File: config.mk
export PLATFORM = sky130hd
export DESIGN_NAME = markup_byte_tokenizer
export DESIGN_NICKNAME = d
export VERILOG_FILES = /design/src/rtl/mbt_pkg.sv /design/src/rtl/mbt_step.sv /design/src/rtl/mbt_fifo.sv /design/src/rtl/markup_byte_tokenizer.sv
export SDC_FILE = /design/constraint.sdc
export NUM_CORES = 1
export LEC_CHECK = 0
export BUFFER_PORTS_ARGS = -buffer_cell sky130_fd_sc_hd__buf_2
export CAP_MARGIN = 30
export CORE_ASPECT_RATIO = 1.5
export CORE_MARGIN = 2
export CORE_UTILIZATION = 55
export CTS_CLUSTER_SIZE = 12
export DETAILED_ROUTE_END_ITERATION = 12
export GPL_TIMING_DRIVEN = 1
export PLACE_DENSITY = 0.73
export SYNTH_ARGS = -nofsm -noshare
export SYNTH_HDL_FRONTEND = slang
export SYNTH_SLANG_ARGS = --single-unit
export TNS_END_PERCENT = 50
File: constraint.sdc
create_clock -name clk -period 4.5 [get_ports clk]
set_input_delay 0.225 -clock clk [delete_from_list [all_inputs] [get_ports clk]]
set_output_delay 0.225 -clock clk [all_outputs]
set_load 0.005 [all_outputs]
File: src/rtl/mbt_pkg.sv
// Shared types, constants and helpers for the markup byte tokenizer.
`timescale 1ns / 1ps

package mbt_pkg;

  localparam int POS_BITS   = 16;
  localparam int OFF_W      = 16;
  localparam int LVL_W      = 6;
  localparam int FIFO_DEPTH = 4;
  localparam int FIFO_AW    = $clog2(FIFO_DEPTH);
  localparam int FIFO_CW    = $clog2(FIFO_DEPTH + 1);

  localparam logic [LVL_W-1:0] MAX_HEADER = LVL_W'(63);

  localparam logic [7:0] CH_NUL   = 8'h00;
  localparam logic [7:0] CH_HASH  = 8'h23;
  localparam logic [7:0] CH_STAR  = 8'h2A;
  localparam logic [7:0] CH_NL    = 8'h0A;
  localparam logic [7:0] CH_LBRK  = 8'h5B;
  localparam logic [7:0] CH_RBRK  = 8'h5D;
  localparam logic [7:0] CH_LPAR  = 8'h28;
  localparam logic [7:0] CH_RPAR  = 8'h29;
  localparam logic [7:0] CH_UNDER = 8'h5F;

  typedef logic [POS_BITS-1:0] pos_t;

  typedef enum logic [2:0] {
    KIND_TEXT   = 3'd0,
    KIND_HEADER = 3'd1,
    KIND_EM1    = 3'd2,
    KIND_EM2    = 3'd3,
    KIND_NL     = 3'd4,
    KIND_END    = 3'd5
  } kind_t;

  typedef struct packed {
    kind_t             kind;
    logic [OFF_W-1:0]  start_off;
    logic [OFF_W-1:0]  end_off;
    logic [LVL_W-1:0]  level;
    logic              last;
  } tok_t;

  function automatic logic [OFF_W-1:0] to_off(input pos_t p);
    logic [POS_BITS+OFF_W-1:0] ext;
    ext = {{OFF_W{1'b0}}, p};
    return ext[OFF_W-1:0];
  endfunction

  function automatic logic is_special(input logic [7:0] b);
    return (b == CH_HASH) || (b == CH_STAR) || (b == CH_NL) || (b == CH_LBRK) ||
           (b == CH_RBRK) || (b == CH_LPAR) || (b == CH_RPAR) || (b == CH_UNDER);
  endfunction

  function automatic tok_t mk_tok(input kind_t k, input pos_t s, input pos_t e,
                                  input logic [LVL_W-1:0] lvl);
    tok_t t;
    t.kind      = k;
    t.start_off = to_off(s);
    t.end_off   = to_off(e);
    t.level     = lvl;
    t.last      = 1'b0;
    return t;
  endfunction

endpackage

File: src/rtl/mbt_step.sv
// Per-byte run tracking and token generation for the markup byte tokenizer.
`timescale 1ns / 1ps

module mbt_step (
  input  logic                      clk,
  input  logic                      rst_n,
  input  logic                      step_go,
  input  logic [7:0]                byte_i,
  output mbt_pkg::tok_t             tok0,
  output mbt_pkg::tok_t             tok1,
  output logic [1:0]                tok_cnt
);

  typedef enum logic [1:0] {
    MODE_IDLE = 2'd0,
    MODE_TEXT = 2'd1,
    MODE_HASH = 2'd2,
    MODE_STAR = 2'd3
  } mode_t;

  mode_t                          mode_r, mode_nxt, eff_mode;
  mbt_pkg::pos_t                  pos_r, pos_nxt;
  mbt_pkg::pos_t                  start_r, start_nxt;
  logic [mbt_pkg::LVL_W-1:0]      hash_r, hash_nxt;
  mbt_pkg::pos_t                  pos_p1, pos_m1;
  logic                           has_close, has_tail, pair_done, is_nul, is_spec;
  mbt_pkg::tok_t                  close_tok, tail_tok;

  assign pos_p1  = pos_r + 1'b1;
  assign pos_m1  = pos_r - 1'b1;
  assign is_nul  = (byte_i == mbt_pkg::CH_NUL);
  assign is_spec = mbt_pkg::is_special(byte_i);

  always_comb begin
    mode_nxt  = mode_r;
    pos_nxt   = pos_r;
    start_nxt = start_r;
    hash_nxt  = hash_r;
    eff_mode  = mode_r;
    has_close = 1'b0;
    has_tail  = 1'b0;
    pair_done = 1'b0;
    close_tok = mbt_pkg::mk_tok(mbt_pkg::KIND_TEXT, start_r, pos_m1, '0);
    tail_tok  = mbt_pkg::mk_tok(mbt_pkg::KIND_END, pos_r, pos_r, '0);

    unique case (mode_r)
      MODE_TEXT: begin
        if (is_nul || is_spec) begin
          has_close = 1'b1;
          eff_mode  = MODE_IDLE;
        end
      end
      MODE_HASH: begin
        if (byte_i != mbt_pkg::CH_HASH) begin
          has_close = 1'b1;
          close_tok = mbt_pkg::mk_tok(mbt_pkg::KIND_HEADER, start_r, pos_m1, hash_r);
          eff_mode  = MODE_IDLE;
        end
      end
      MODE_STAR: begin
        has_close = 1'b1;
        eff_mode  = MODE_IDLE;
        if (byte_i == mbt_pkg::CH_STAR) begin
          pair_done = 1'b1;
          close_tok = mbt_pkg::mk_tok(mbt_pkg::KIND_EM2, start_r, pos_r, '0);
        end else begin
          close_tok = mbt_pkg::mk_tok(mbt_pkg::KIND_EM1, start_r, start_r, '0);
        end
      end
      MODE_IDLE: ;
      default: ;
    endcase

    mode_nxt = eff_mode;

    if (pair_done) begin
      pos_nxt = pos_p1;
    end else if (is_nul) begin
      has_tail  = 1'b1;
      mode_nxt  = MODE_IDLE;
      pos_nxt   = '0;
      start_nxt = '0;
      hash_nxt  = '0;
    end else begin
      pos_nxt = pos_p1;
      unique case (eff_mode)
        MODE_HASH: begin
          if (hash_r < mbt_pkg::MAX_HEADER) begin
            hash_nxt = hash_r + 1'b1;
          end
        end
        MODE_IDLE: begin
          start_nxt = pos_r;
          if (byte_i == mbt_pkg::CH_HASH) begin
            mode_nxt = MODE_HASH;
            hash_nxt = mbt_pkg::LVL_W'(1);
          end else if (byte_i == mbt_pkg::CH_STAR) begin
            mode_nxt = MODE_STAR;
          end else if (byte_i == mbt_pkg::CH_NL) begin
            start_nxt = start_r;
            has_tail  = 1'b1;
            tail_tok  = mbt_pkg::mk_tok(mbt_pkg::KIND_NL, pos_r, pos_r, '0);
          end else begin
            mode_nxt = MODE_TEXT;
          end
        end
        default: ;
      endcase
    end
  end

  always_comb begin
    tok0    = close_tok;
    tok1    = tail_tok;
    tok_cnt = 2'd0;
    if (has_close && has_tail) begin
      tok1.last = 1'b1;
      tok_cnt   = 2'd2;
    end else if (has_close) begin
      tok0.last = 1'b1;
      tok_cnt   = 2'd1;
    end else if (has_tail) begin
      tok0      = tail_tok;
      tok0.last = 1'b1;
      tok_cnt   = 2'd1;
    end
    if (!step_go) begin
      tok_cnt = 2'd0;
    end
  end

  always_ff @(posedge clk) begin
    if (!rst_n) begin
      mode_r  <= MODE_IDLE;
      pos_r   <= '0;
      start_r <= '0;
      hash_r  <= '0;
    end else if (step_go) begin
      mode_r  <= mode_nxt;
      pos_r   <= pos_nxt;
      start_r <= start_nxt;
      hash_r  <= hash_nxt;
    end
  end

`ifndef ASSERT_OFF
  a_hash_nonzero: assert property (@(posedge clk) disable iff (!rst_n)
    (mode_r == MODE_HASH) |-> (hash_r != '0))
    else $error("hash run open with zero count");

  a_pair_order: assert property (@(posedge clk) disable iff (!rst_n)
    (tok_cnt == 2'd2) |-> (!tok0.last && tok1.last))
    else $error("two-token beat with wrong last flags");

  a_end_resets: assert property (@(posedge clk) disable iff (!rst_n)
    (step_go && is_nul && !pair_done) |=> (pos_r == '0 && mode_r == MODE_IDLE))
    else $error("end of document did not clear position");
`endif

endmodule

File: src/rtl/mbt_fifo.sv
// Token queue for the markup byte tokenizer: two writes, one read per cycle.
`timescale 1ns / 1ps

module mbt_fifo (
  input  logic          clk,
  input  logic          rst_n,
  input  logic [1:0]    push_cnt,
  input  mbt_pkg::tok_t push0,
  input  mbt_pkg::tok_t push1,
  output logic          room,
  output logic          out_valid,
  input  logic          out_ready,
  output mbt_pkg::tok_t out_tok
);

  mbt_pkg::tok_t                  mem [mbt_pkg::FIFO_DEPTH];
  logic [mbt_pkg::FIFO_AW-1:0]    wr_r, rd_r, wr_p1;
  logic [mbt_pkg::FIFO_CW-1:0]    cnt_r, cnt_nxt;
  logic                           pop;

  assign out_valid = (cnt_r != '0);
  assign out_tok   = mem[rd_r];
  assign pop       = out_valid && out_ready;
  assign room      = (cnt_r <= mbt_pkg::FIFO_CW'(mbt_pkg::FIFO_DEPTH - 2));
  assign wr_p1     = wr_r + 1'b1;
  assign cnt_nxt   = cnt_r + mbt_pkg::FIFO_CW'(push_cnt) - mbt_pkg::FIFO_CW'(pop);

  always_ff @(posedge clk) begin
    if (push_cnt != 2'd0) begin
      mem[wr_r] <= push0;
    end
    if (push_cnt == 2'd2) begin
      mem[wr_p1] <= push1;
    end
  end

  always_ff @(posedge clk) begin
    if (!rst_n) begin
      wr_r  <= '0;
      rd_r  <= '0;
      cnt_r <= '0;
    end else begin
      wr_r  <= wr_r + mbt_pkg::FIFO_AW'(push_cnt);
      if (pop) begin
        rd_r <= rd_r + 1'b1;
      end
      cnt_r <= cnt_nxt;
    end
  end

`ifndef ASSERT_OFF
  a_no_overflow: assert property (@(posedge clk) disable iff (!rst_n)
    cnt_r <= mbt_pkg::FIFO_CW'(mbt_pkg::FIFO_DEPTH))
    else $error("token queue overflow");

  a_push_with_room: assert property (@(posedge clk) disable iff (!rst_n)
    (push_cnt != 2'd0) |-> room)
    else $error("push into full token queue");

  a_drain: assert property (@(posedge clk) disable iff (!rst_n)
    (cnt_r == mbt_pkg::FIFO_CW'(1) && pop && push_cnt == 2'd0) |=> !out_valid)
    else $error("queue not empty after last beat left");
`endif

endmodule

File: src/rtl/markup_byte_tokenizer.sv
// A byte's tokens pass through the input register, then the token queue, before they appear.
// Throughput: one byte per cycle while the token queue has room and each byte
// yields at most one token; a two-token byte takes two beats through the queue.
// Output beats: at most one per cycle, set by the single read port of the queue.
// Reset (rst_n low, synchronous): idle mode, position, run start and hash count
// cleared, input register and token queue emptied.
`timescale 1ns / 1ps

module markup_byte_tokenizer (
  input  logic                          clk,
  input  logic                          rst_n,
  input  logic                          in_valid,
  output logic                          in_ready,
  input  logic [7:0]                    in_byte,
  output logic                          out_valid,
  input  logic                          out_ready,
  output logic [2:0]                    out_token_kind,
  output logic [mbt_pkg::OFF_W-1:0]     out_start_offset,
  output logic [mbt_pkg::OFF_W-1:0]     out_end_offset,
  output logic [mbt_pkg::LVL_W-1:0]     out_hash_depth,
  output logic                          out_last_of_run
);

  logic          in_vld_r;
  logic [7:0]    in_byte_r;
  logic          room, step_go;
  logic [1:0]    tok_cnt;
  mbt_pkg::tok_t tok0, tok1, out_tok;

  assign step_go  = in_vld_r && room;
  assign in_ready = !in_vld_r || room;

  always_ff @(posedge clk) begin
    if (!rst_n) begin
      in_vld_r <= 1'b0;
    end else if (in_ready) begin
      in_vld_r <= in_valid;
    end
  end

  always_ff @(posedge clk) begin
    if (in_valid && in_ready) begin
      in_byte_r <= in_byte;
    end
  end

  mbt_step u_step (
    .clk     (clk),
    .rst_n   (rst_n),
    .step_go (step_go),
    .byte_i  (in_byte_r),
    .tok0    (tok0),
    .tok1    (tok1),
    .tok_cnt (tok_cnt)
  );

  mbt_fifo u_fifo (
    .clk       (clk),
    .rst_n     (rst_n),
    .push_cnt  (tok_cnt),
    .push0     (tok0),
    .push1     (tok1),
    .room      (room),
    .out_valid (out_valid),
    .out_ready (out_ready),
    .out_tok   (out_tok)
  );

  assign out_token_kind   = out_tok.kind;
  assign out_start_offset = out_tok.start_off;
  assign out_end_offset   = out_tok.end_off;
  assign out_hash_depth   = out_tok.level;
  assign out_last_of_run  = out_tok.last;

endmodule

==> results.rst <==
.. list-table::
   :header-rows: 1

   * - Metric
     - Value
   * - Reg power frac
     - 0.479
   * - Cell-by-cell trace of the critical path
     - xor2_1 > or3_1 > a211o_2 > nand2_1 > a21oi_1 > ha_1 > or3_1 > ha_1 > inv_1 > ha_1 > fa_1 > xor2_1 > xnor2_1 > nor2_1
   * - Antenna violations before repair
     - 0
   * - Floorplan row count
     - 63
   * - Post-synthesis register bit count
     - roughly 230
   * - Peak clock frequency supported by timing
     - ~260 MHz
   * - Slew Limit Headroom
     - 0.397
   * - Ant. Diodes
     - 0
   * - Crit path time final
     - ~3800 ps
   * - Die width
     - around 120 um
   * - FFs w/ async S/R, synth
     - 0
   * - DR WL/cell
     - 22.2 um
   * - Stage delay of the slowest cell on the critical path
     - approximately 480 ps
   * - Share of the clock period used by the worst path after layout
     - 0.849
   * - Placed wire-length estimate
     - about 18 mm
   * - Unrepaired setup endpoints after global routing
     - false
   * - DRC violations left
     - 0
   * - Clock transition at the registers of the reported paths
     - approximately 60 ps
   * - Count of buffers added by post-CTS timing repair for setup
     - 0
   * - Register area share after synthesis
     - 0.541
   * - First-pass GRT wire length
     - approximately 44 mm
   * - Number of hold-slack violations in the final timing report
     - 0
   * - Via density per instance
     - between 6 and 7
   * - IR Drop Worst-Case VDD
     - 0.000333 V
   * - Setup slack on the worst flop-to-flop path
     - 680 ps
   * - Launching point of the worst reg2reg path
     - in_byte_r[1]
   * - WHS Endpoint
     - u_fifo.rd_r[0]
   * - Arrival time at the worst endpoint
     - ~4200 ps
   * - Power, Total
     - 4890 uW
   * - Start point of the critical path
     - in_byte_r[1]
   * - Synthesized instance count
     - about 930
   * - Number of clock sinks seen by CTS
     - 226
   * - TritonCTS clock tree
     - done
   * - Critical path's most frequent cell
     - ha_1
   * - Largest fanout on the critical path
     - 11
   * - Post-synth design cell area
     - 11000 um2
   * - Sum of overflow across all layers after global routing
     - 0
   * - Average footprint of a synthesized cell
     - around 12 um2
   * - Worst-case clock skew
     - ~12 ps
   * - Number of optimization iterations in the first detailed-route pass
     - 5
   * - Buffers added on ports
     - 55
   * - Area of the die
     - 21200 um2
   * - Slew at the pin closest to its max-slew limit
     - roughly 900 ps
   * - Worst hold path class
     - in2reg
   * - Distinct cell type count after synthesis
     - 73
   * - Net switching power of the design
     - 1250 uW
   * - Status
     - completed
   * - Final-stage net count
     - roughly 1000
   * - Worst EP required
     - about 4900 ps
   * - Leading cell type in the layout, fill and taps excluded
     - edfxtp_1
   * - Crit start category
     - flip-flop
   * - Number of cells on the worst reg-to-reg path
     - 14
   * - Count of nets left with antenna violations after detail routing
     - 0
   * - Worst setup path class
     - reg2reg
   * - Number of cells on the worst hold path
     - 4
   * - Number of setup violations in the final report
     - 0
   * - Element type at the critical path end
     - flip-flop
   * - H-tree levels
     - 1
   * - Slowest stage cell on the critical path
     - edfxtp_1
   * - Via Count
     - 8006
   * - Placeable Area
     - around 20000 um2
   * - Root Buffer
     - clkbuf_16
   * - Number of inserted filler cells in the final layout
     - 1586
   * - Post-route worst hold slack
     - 206 ps
   * - Latest clock arrival within the worst-skew pair
     - roughly 510 ps
   * - Number of DRC markers in iteration 0
     - 718
   * - Largest net degree at the start of global routing
     - 36
   * - Main synth FF type
     - edfxtp_1
   * - Die H
     - 177 um
   * - Most frequent cells in the layout
     - edfxtp_1, nand2_1, a22o_1
   * - Detailed Route WL
     - 27.7 mm
   * - Total number of yosys warnings
     - 0
   * - Portion of total power attributed to combinational logic
     - 0.161
   * - Number of primary I/O pins
     - 56
   * - Count of buffering cells on the critical path with inverters included
     - 1
   * - Max-capacitance violation count
     - 0
   * - Initial Util
     - 0.560
   * - PD cells
     - between 300 and 400 nW/um2
   * - Net Sw Frac
     - 0.256
   * - Number of global-route vias before repair
     - about 8000
   * - Clock buffer count from CTS
     - 23
   * - Synthesized net count
     - about 950
   * - EDFF count, synth
     - ~140
   * - Proportion of layout cells with a drive suffix above 1
     - 0.176
   * - Final weighted congestion in routability-driven placement
     - about 0.94
   * - Count of final max-slew check failures
     - 0
   * - Total leakage power
     - about 0.0044 uW
   * - Max Buffers Root-to-Sink
     - 3
   * - Clock Power Share
     - 0.360
   * - Total Negative Setup Slacks
     - 0 ps
   * - Area Overhead vs Synth
     - 11.3%
   * - Min-delay src
     - out_ready
   * - Gate family responsible for the most delay along the worst path
     - adder cells
   * - All-Layer GR Usage
     - 0.267
   * - Internal power
     - ~3600 uW
   * - RR Endpoint
     - u_fifo.cnt_r[2]
power groups by stage:
stage	combinational, uW	sequential (uW)	clock [uW]
finish	788	2340	1760
global route	859	2360	1870
CTS	798	2350	1790
detailed placement	790	2390	0
global placement	785	2390	0
floorplan	628	2290	0
routing by layer:
layer | GRT usage | vias up | part of all wire
met5 | 0 | - | 0
met4 | 0.123 | 0 | 0.040
met3 | 0.0308 | 72 | 0.054
met2 | 0.490 | 311 | 0.54
met1 | 0.310 | 3947 | 0.37
li1 | - | 3676 | -
worst reg2reg max path, delay by kind of cell (launching register included):
kind	cells	cell delay, ps
xor gates and xnor gates	3	560
buffers and inverters	1	40
and+or+nand+nor	4	940
AOI/OAI and AO/OA	2	390
adders and majority gates	4	1280
DFF	1	480
flip-flops by register name, indices dropped and copies added, names as in the netlist, named ones only:
name / flops
in_byte_r: 8
in_vld_r: 1
u_fifo.cnt_r: 3
u_fifo.mem: 168
u_fifo.rd_r: 2
u_fifo.wr_r: 2
u_step.hash_r: 6
u_step.mode_r: 2
u_step.pos_r: 16
u_step.start_r: 16
kinds of logic after synthesis:
kind of cell | after synthesis | synth area share
AO/OA/AOI/OAI | 257 | 0.170
XOR/XNOR | 18 | 0.0143
adder cells (fa/ha/maj) | 9 | 0.0109
buffers and inverters | 108 | 0.0441
flip-flops | 226 | 0.541
multiplexers | 64 | 0.106
AND/OR/NAND/NOR | 250 | 0.114
synthesized netlist by cell type, types with 5 or more instances:
cell / count / area share
a211oi_1: 6 / 0.0041
a21o_1: 5 / 0.0034
a21oi_1: 27 / 0.012
a22o_1: 81 / 0.064
and2_1: 10 / 0.0057
buf_2: 11 / 0.0050
clkbuf_1: 53 / 0.018
dfxtp_1: 82 / 0.15
edfxtp_1: 144 / 0.39
ha_1: 8 / 0.0091
inv_1: 32 / 0.011
mux2i_1: 20 / 0.018
mux4_2: 42 / 0.086
nand2_1: 90 / 0.031
nand3_1: 19 / 0.0086
nand4_1: 13 / 0.0074
nor2_1: 49 / 0.017
nor3_1: 12 / 0.0054
nor4_1: 7 / 0.0040
o21ai_0: 64 / 0.029
o2bb2ai_1: 21 / 0.017
or3_1: 11 / 0.0062
xnor2_1: 10 / 0.0079
xor2_1: 8 / 0.0064
timing repair:
item,CTS,global route
setup endpoints to repair,0,0
gates resized for setup,0,0
endpoints found under the hold margin,9,0
hold buffers,9,0
final cells by class:
class	instances	area, um2	share of cell area
clock buffers	38	663	0.0540
clock inverters	3	18.8	0.00153
inverters	32	120	0.00978
multi-input cells	598	4590	0.374
flip-flops and latches	226	5970	0.486
well taps	260	325	0.0265
repair buffers	91	593	0.0483
worst max path at each step:
stage / to / slack [ps] / depth (start not counted)
3_3_place_gp: u_fifo.cnt_r[2] / 770 / 14
5_1_grt: u_fifo.cnt_r[2] / 490 / 14
4_1_cts: u_fifo.cnt_r[2] / 710 / 14
2_1_floorplan: u_fifo.cnt_r[2] / 850 / 15
3_5_place_dp: u_fifo.cnt_r[2] / 710 / 14
6_report: u_fifo.cnt_r[2] / 680 / 14
metrics by stage:
stage,util,instance area [um2],worst slack (ps),cells
floorplan,-,11000,854,932
global placement,0.583,11500,767,1197
detailed placement,0.584,11500,713,1198
CTS,0.623,12300,713,1248
global route,0.623,12300,490,1248
finish,0.623,12300,680,1248
No activity file was read; power rests on OpenSTA's default activity.
